[config.mk]
export PLATFORM = sky130hd
export DESIGN_NAME = tpd_char_addr
export DESIGN_NICKNAME = d
export VERILOG_FILES = /design/src/sv/tpd_pkg.sv /design/src/sv/tpd_char_addr.sv
export SDC_FILE = /design/constraint.sdc
export NUM_CORES = 1
export LEC_CHECK = 0
export BUFFER_PORTS_ARGS = -buffer_cell sky130_fd_sc_hd__clkbuf_2
export CORE_AREA = 2 2 39 41
export DETAILED_ROUTE_END_ITERATION = 10
export DIE_AREA = 0 0 41 43
export RECOVER_POWER = 50
export SLEW_MARGIN = 15
export SYNTH_ARGS = -nofsm -noshare
export SYNTH_HDL_FRONTEND = slang
export SYNTH_SLANG_ARGS = --single-unit
[constraint.sdc]
create_clock -name vclk -period 4.02
set_input_delay 0.402 -clock vclk [all_inputs]
set_output_delay 0.402 -clock vclk [all_outputs]
set_load 0.03 [all_outputs]
[src/sv/tpd_pkg.sv]
// shared types and constants of the planar tile row decoder
package tpd_pkg;

    // request kinds carried in the input tuser field
    typedef enum logic [1:0] {
        FUNC_WR_CHAR = 2'd0,
        FUNC_WR_DEF  = 2'd1,
        FUNC_DECODE  = 2'd2,
        FUNC_NONE    = 2'd3
    } t_func;

    localparam int CHAR_AW      = 15;
    localparam int DEF_AW       = 10;
    localparam int PLANE_AW     = 13;
    localparam int PLANE_COUNT  = 4;
    localparam int PIX_W        = 7;
    localparam int PIX_COUNT    = 8;
    localparam int SLOT_W       = 9;

    localparam logic [15:0] ENTRY_MASK = 16'hFDFF;
    localparam logic [8:0]  ANIM_CHARS = 9'd8;

    // decode request fields that travel past the definition lookup
    typedef struct packed {
        logic       bank;
        logic [2:0] row;
        logic [1:0] phase;
    } t_dec_side;

    // character fetch control derived from a definition entry
    typedef struct packed {
        logic [PLANE_AW-1:0] addr;
        logic [2:0]          pal;
        logic                hflip;
    } t_char_ctl;

endpackage

[src/sv/tpd_char_addr.sv]
// definition entry to character plane address, palette and flip
module tpd_char_addr #(
    parameter int ANIM_FRAMES = 4
) (
    input  logic [15:0]        i_entry,
    input  tpd_pkg::t_dec_side i_side,
    output tpd_pkg::t_char_ctl o_ctl
);

    import tpd_pkg::*;

    logic [15:0]       entry;
    logic [SLOT_W-1:0] chr;
    logic [SLOT_W-1:0] slot;
    logic [1:0]        phase_eff;
    logic [2:0]        sy;

    // bit 9 is not part of the entry
    assign entry = i_entry & ENTRY_MASK;
    assign chr   = entry[SLOT_W-1:0];

    // phases past the frame count show the static art
    assign phase_eff = (int'(i_side.phase) < ANIM_FRAMES) ? i_side.phase : 2'd0;

    // animated characters step by eight characters per phase
    assign slot = (chr < ANIM_CHARS) ? (chr + {4'd0, phase_eff, 3'd0}) : chr;

    // vertical flip mirrors the row
    assign sy = entry[15] ? ~i_side.row : i_side.row;

    assign o_ctl.addr  = {i_side.bank, slot, sy};
    assign o_ctl.pal   = entry[12:10];
    assign o_ctl.hflip = entry[14];

endmodule

==> results_dict.tcl <==
set metrics [dict create \
    setup_viol 0 \
    fillers 165 \
    peakVddDrop_mv 0.0380 \
    pwr-share-seq 0 \
    clock_buffers 0 \
    dieArea_um2 1760 \
    drtAntennaViolNets 0 \
    num_io_pins 39 \
    highest_layer "met3" \
    dr_wl_met3_um 70 \
    design.seq.count 0 \
    p_switching_uw 23.1 \
    wl_um 423 \
    crit_family "adder cells" \
    ys_seq_area_frac 0 \
    synthesis.nets 50 \
    cp_slowest_cell "or4_1" \
    status "complete, no violations" \
    hold_viol 0 \
    viasPerCell 3.60 \
    yosysWarnings 0 \
    wl_met1_um 139 \
    post_cts.resized_instances 0 \
    slew_violations 0 \
    fmax_mhz 398 \
    layout-drive-gt1-share 0.667 \
    critical_path_depth 7 \
    swShare 0.647 \
    initial_core_util 0.139 \
    rsz0062_at_grt "false" \
    drt_iter0_drc 0 \
    post-cts-setup-buffers 0 \
    diodes 0 \
    grt_pass1_wl_um 593 \
    synthesis.area_um2 193 \
    cp_slowest_stage_delay_ns 0.49 \
    syn_inst 26 \
    slew_headroom 0.776 \
    clkPwrFrac 0 \
    crit_top_cell "clkbuf_2" \
    final_cell_mix "clkbuf_2 (21), inv_1 (4), xor2_1 (3)" \
    whs_path_depth 0 \
    cp_max_fo 4 \
    track_usage 0.0440 \
    intPower_uw 12.6 \
    io_buffers 21 \
    regArea_um2 0 \
    grt_max_degree 5 \
    crit_buf_inv 3 \
    drt_pass1_iterations 1 \
    routabilityCongestion 0.604 \
    cp.arrival_ns 2.11 \
    routedWlPerCell_um 8.13 \
    whs_ns 0.804 \
    grt_pass1_vias 163 \
    start_kind "primary input" \
    required_ns 3.62 \
    setup_slack_ns 1.51 \
    placed_cells 52 \
    antenna_found_initial 0 \
    coreArea_um2 1380 \
    final_common_cell "clkbuf_2" \
    p_comb_frac 1.000 \
    crit_type "primary input to primary output" \
    finalNonFillerCells 52 \
    syn_area_per_cell_um2 7.41 \
    p_leak_nw 0.148 \
    dp_slack_ns 1.50 \
    min_period_ns 2.51 \
    cp_cell_sequence "clkbuf_2 -> ha_1 -> inv_1 -> fa_1 -> or4_1 -> o31ai_2 -> clkbuf_2" \
    grt_overflow 0 \
    vias 187 \
    tightest_slew_ns 0.333 \
    fp.dieH_um 43 \
    finalCritPeriodShare 0.624 \
    hold_class "primary input to primary output" \
    powerDensity_nw_per_um2 145 \
    cp-startpoint "i_entry[3]" \
    std_cell_rows 14 \
    setup_tns_ns 0 \
    die_w_um 41 \
    wl_met2_um 212 \
    synth_cell_types 12 \
    fin_nets 62 \
    cts_hold_buf 0 \
    syn2layout_area_growth_pct 27.9 \
    drc 0 \
    setup.worst_path.end "o_ctl[11]" \
    fin_util 0.178 \
    endpoint_kind "primary output" \
    drv_cap 0 \
    hpwlAfterDp_um 414 \
]
## cell usage after synthesis
library cell,number,share of area
buf_4,8,0.31
inv_1,4,0.078
a21o_2,1,0.045
o31ai_2,1,0.065
ha_1,1,0.065
xor2_1,3,0.14
clkbuf_1,3,0.058
nor2_1,1,0.019
a31o_2,1,0.045
or4_1,1,0.039
nor4_1,1,0.032
fa_1,1,0.10
## cell families after synthesis
family,Yosys count,share of synthesized area
buffers and inverters,15,0.448
xor gates and xnor gates,3,0.136
AOI/OAI and AO/OA,3,0.156
adders and majority gates,2,0.169
and+or+nand+nor,3,0.0909
## how the worst min path moves through the flow
| stage | startpoint | to | slack [ns] |
|---|---|---|---|
| CTS | i_side[5] | o_ctl[16] | 0.80 |
| floorplan | i_entry[3] | o_ctl[11] | 0.92 |
| global placement | i_side[5] | o_ctl[16] | 0.80 |
| finish | i_entry[1] | o_ctl[8] | 0.80 |
| global route | i_entry[11] | o_ctl[2] | 0.80 |
| detailed placement | i_side[5] | o_ctl[16] | 0.80 |
## stage by stage
stage,total power [mW],instance area (um2)
floorplan,0.0366,193
global route,0.0391,246
detailed placement,0.0363,246
global placement,0.0357,246
CTS,0.0364,246
finish,0.0357,246
## metal layers
| metal | GRT usage | vias to the layer above |
|---|---|---|
| met5 | 0 | - |
| met4 | 0 | 0 |
| met3 | 0.00524 | 0 |
| met2 | 0.0906 | 14 |
| met1 | 0.0443 | 79 |
| li1 | - | 94 |
## power groups by stage
stage	logic, mW	clock network (mW)	registers, mW
6_report	0.0357	0	0
5_1_grt	0.0391	0	0
4_1_cts	0.0364	0	0
3_5_place_dp	0.0363	0	0
3_3_place_gp	0.0357	0	0
2_1_floorplan	0.0366	0	0
## layout make-up
class	count	area (um2)	share of cell area
Multi-Input combinational cell	11	106	0.431
Timing Repair Buffer	21	105	0.426
Tap cell	16	20.0	0.0812
Inverter	4	15.0	0.0609
No activity file was read; power rests on OpenSTA's default activity.
