[src/sv/tpd_pkg.sv]
// shared types and constants of the planar tile row decoder
package tpd_pkg;

    // request kinds carried in the input tuser field
    typedef enum logic [1:0] {
        FUNC_WR_CHAR = 2'd0,
        FUNC_WR_DEF  = 2'd1,
        FUNC_DECODE  = 2'd2,
        FUNC_NONE    = 2'd3
    } t_func;

    localparam int CHAR_AW      = 15;
    localparam int DEF_AW       = 10;
    localparam int PLANE_AW     = 13;
    localparam int PLANE_COUNT  = 4;
    localparam int PIX_W        = 7;
    localparam int PIX_COUNT    = 8;
    localparam int SLOT_W       = 9;

    localparam logic [15:0] ENTRY_MASK = 16'hFDFF;
    localparam logic [8:0]  ANIM_CHARS = 9'd8;

    // decode request fields that travel past the definition lookup
    typedef struct packed {
        logic       bank;
        logic [2:0] row;
        logic [1:0] phase;
    } t_dec_side;

    // character fetch control derived from a definition entry
    typedef struct packed {
        logic [PLANE_AW-1:0] addr;
        logic [2:0]          pal;
        logic                hflip;
    } t_char_ctl;

endpackage

[src/sv/tpd_row_out.sv]
// plane to pixel assembly and output register
module tpd_row_out (
    input  logic                                  i_clk,
    input  logic                                  i_rst_n,
    input  logic                                  i_load,
    input  logic                                  i_valid,
    input  logic [7:0]                            i_plane [tpd_pkg::PLANE_COUNT],
    input  logic [2:0]                            i_pal,
    input  logic                                  i_hflip,
    output logic                                  o_valid,
    output logic [tpd_pkg::PIX_W*tpd_pkg::PIX_COUNT-1:0] o_pix
);

    import tpd_pkg::*;

    logic                            r_valid;
    logic [PIX_W*PIX_COUNT-1:0]      r_pix;
    logic [PIX_W*PIX_COUNT-1:0]      n_pix;

    // gather one bit per plane for each pixel, then add the palette
    always_comb begin
        logic [2:0] sh;
        logic [3:0] v;
        n_pix = '0;
        for (int x = 0; x < PIX_COUNT; x++) begin
            sh = i_hflip ? 3'(x) : 3'(PIX_COUNT - 1 - x);
            v  = {i_plane[3][sh], i_plane[2][sh], i_plane[1][sh], i_plane[0][sh]};
            n_pix[x*PIX_W +: PIX_W] = (v != 4'd0) ? {i_pal, v} : '0;
        end
    end

    // output valid
    always_ff @(posedge i_clk) begin
        if (!i_rst_n) begin
            r_valid <= 1'b0;
        end else if (i_load) begin
            r_valid <= i_valid;
        end
    end

    // output payload
    always_ff @(posedge i_clk) begin
        if (i_load) begin
            r_pix <= n_pix;
        end
    end

    assign o_valid = r_valid;
    assign o_pix   = r_pix;

endmodule

[config.mk]
export PLATFORM = sky130hd
export DESIGN_NAME = tpd_row_out
export DESIGN_NICKNAME = d
export VERILOG_FILES = /design/src/sv/tpd_pkg.sv /design/src/sv/tpd_row_out.sv
export SDC_FILE = /design/constraint.sdc
export NUM_CORES = 1
export LEC_CHECK = 0
export ABC_CLOCK_PERIOD_IN_PS = 1900
export BUFFER_PORTS_ARGS = -buffer_cell sky130_fd_sc_hd__buf_2
export CAP_MARGIN = 30
export CORE_AREA = 5 5 77 79
export DETAILED_ROUTE_END_ITERATION = 6
export DIE_AREA = 0 0 82 84
export GPL_TIMING_DRIVEN = 0
export PLACE_DENSITY = 0.9
export RECOVER_POWER = 100
export SLEW_MARGIN = 20
export SYNTH_ARGS = -nofsm -noshare
export SYNTH_HDL_FRONTEND = slang
export SYNTH_SLANG_ARGS = --single-unit
export TNS_END_PERCENT = 5
[constraint.sdc]
create_clock -name i_clk -period 1.9 [get_ports i_clk]
set_input_delay 0 -clock i_clk [delete_from_list [all_inputs] [get_ports i_clk]]
set_output_delay 0 -clock i_clk [all_outputs]
set_load 0.05 [all_outputs]
==> metrics.md <==
| Metric | Value |
|---|---|
| Status | complete, no violations |
| Post-CTS setup buffers | 0 |
| Worst Path Arrival | 1420 ps |
| Worst r2r path cells | 3 |
| Final Hold Slack | 26.56 ps |
| Overall die height | 84 um |
| Post-synthesis sequential element count | 57 |
| Number of warnings issued by yosys | 0 |
| Most repeated library cell on the critical path | sky130_fd_sc_hd__clkbuf_1 |
| Count of cells resized by post-cts repair | 0 |
| Antenna violations before repair | 0 |
| CTS sink count | 57 |
| Number of max-slew violations in the final report | 0 |
| GPL Wtd Cong | 0.7726 |
| Count of vias placed by the detailed router | 1,635 |
| Insertion delay of the later-clocked pin in the worst-skew pair | 330 ps |
| Wire length of the first global-routing pass | 8266 um |
| Slowest library cell on the worst path | sky130_fd_sc_hd__clkbuf_1 |
| Routed vias/inst | 5.078 |
| Total gr overflow | 0 |
| Cell area power density | 1068 nW/um^2 |
| Layout Skew | 0 ps |
| Final HPWL DP | 3896 um |
| Type of the tightest min-delay check | input pin to flop |
| Area fraction of the dominant cell type after synthesis | 64.15% |
| Cells after synthesis | 136 |
| Crit start category | input pin |
| Leak | 1.133 nW |
| Finish-stage setup viols | 0 |
| Post-synth top area cell | sky130_fd_sc_hd__edfxtp_1 |
| Number of hold violations in the final report | 0 |
| Minimum setup slack after placement | 822.9 ps |
| Layout cell share with drive strength beyond 1 | 26.40% |
| Fin crit share | 71.55% |
| Port bufs | 96 |
| Leading cell type in the layout, fill and taps excluded | sky130_fd_sc_hd__clkbuf_1 |
| Endpoint required time on the critical path | 1960 ps |
| Nets in the synthesized netlist | 176 |
| Inserted Clock Buffers | 9 |
| Unrepaired setup endpoints after global routing | false |
| Initial core utilization | 49.74% |
| Horiz. Die Dim | 82 um |
| Number of remaining DRC errors | 0 |
| Unique cell type count in the Yosys netlist | 16 |
| # Max-Cap Violations | 0 |
| Overall routing resource usage | 16.43% |
| Crit path capture type | flop |
| Leading cell types by total area after synthesis | sky130_fd_sc_hd__edfxtp_1, sky130_fd_sc_hd__mux2_4, sky130_fd_sc_hd__nor4_4 |
| Clock tree from TritonCTS | done |
| Commonest non-fill, non-tap cells in the layout | sky130_fd_sc_hd__clkbuf_1, sky130_fd_sc_hd__edfxtp_1, sky130_fd_sc_hd__buf_2 |
| Tightest Pin Transition | 656.8 ps |
| Start-to-end type of the worst setup path | input pin to flop |
| Number of placed I/O pins | 97 |
| Proportion of synthesized chip area in sequential cells | 64.92% |
| Critical Path Max Stage Delay | 540 ps |
| Synthesized area | 2621 um^2 |
| First-iteration detailed-routing DRC count | 97 |
| Via count of the first global-routing pass | 1,671 |
| Wire per inst | 16.80 um |
| Pin count of the biggest net entering global routing | 39 |
| Synth-to-layout area growth | 22.77% |
| Worst voltage drop across the vdd grid | 493.8 uV |
| CTS Root Cell | sky130_fd_sc_hd__clkbuf_8 |
| Worst hold stages | 2 |
| Worst Slack Setup Final | 540.6 ps |
| Placeable core region | 5270 um^2 |
| Finished Core Util | 61.06% |
| Final routed wirelength across all metal layers | 5410 um |
| Sum of negative setup slack | 0 ps |
| First-pass DRT Iterations | 4 |
| Remaining antenna violation count | 0 |
| Fmax achieved | 735.6 MHz |
| Die Outline Area | 6888 um^2 |
| Hold-fix buffers at CTS | 2 |
| H-Tree Level Count | 3 |
| Number of buffers on the longest clock path | 2 |
| Final period demand of the worst path | 1359 ps |
| Critical Path Fanout Max | 10 |
| Cell row count | 27 |
| Worst max-slew margin expressed relative to the limit | 56.21% |
| Diodes inserted | 0 |
| Clock-pin slew on the worst setup and hold paths | 60 ps |
| Number of nets in the layout | 286 |
| Cell breakdown of the critical path | clkbuf_1 -> clkbuf_1 -> clkbuf_1 -> mux2_1 |
| Avg Cell Area, Syn | 19.27 um^2 |
==> stage by stage <==
step	cell area (um^2)	total power, W	std cells
finish	3218	0.003435	322
global route	3218	0.003563	322
CTS	3431	0.003539	322
detailed placement	3212	0.002393	305
global placement	3192	0.002374	304
floorplan	2621	0.002157	136
==> worst paths after layout <==
path / from / endpoint / slack (ps)
worst max-delay path: i_hflip / o_pix[35] / 540
worst max register to register: o_valid / o_valid / 690
worst min-delay path: i_plane[22] / o_pix[8] / 30
worst min register to register: o_valid / o_valid / 1140
==> routing by layer <==
metal  up-vias  GRT usage, %  part of all wire, %
met5         -             0                    0
li1        780             -                    -
met3         8         7.019                  9.7
met2        79         25.86                   51
met1       768         18.72                   38
met4         0         8.308                  1.5
==> kinds of logic after synthesis <==
family	count (synthesis)	share of synthesized area, %
flops	57	64.92
simple gates	15	8.449
compound gates	24	5.728
buf+inv	7	2.625
mux	33	18.28
==> where the power goes <==
| part | internal (W) | switching [W] | leakage (nW) |
|---|---|---|---|
| sequential | 0.00152 | 0.0000315 | 0.555 |
| clock | 0.000717 | 0.000429 | 0.0989 |
| combinational | 0.000152 | 0.000585 | 0.479 |
| total | 0.00239 | 0.00105 | 1.13 |
==> cell type report <==
type	count	area, um^2
Sequential cell	57	1702
Fill cell	449	2052
Multi-Input combinational cell	72	745.7
Clock inverter	5	71.32
Timing Repair Buffer	99	447.9
Clock buffer	10	127.6
Tap cell	72	90.09
Buffer	7	33.78
==> synth_stat cells, drive strengths merged <==
master,number
dfxtp,1
edfxtp,56
nand2,3
mux2,32
nand2b,3
o22ai,24
mux2i,1
nor2b,1
nor4,8
buf,7
==> state kept, by name (all words and copies together) (netlist names) <==
register	count
o_pix	56
o_valid	1
==> critical path: cells and delay by family <==
kind                   cells  cell delay [ps]
buffers and inverters      3             1010
multiplexers               1              410
Power figures use the tool's default switching activity.
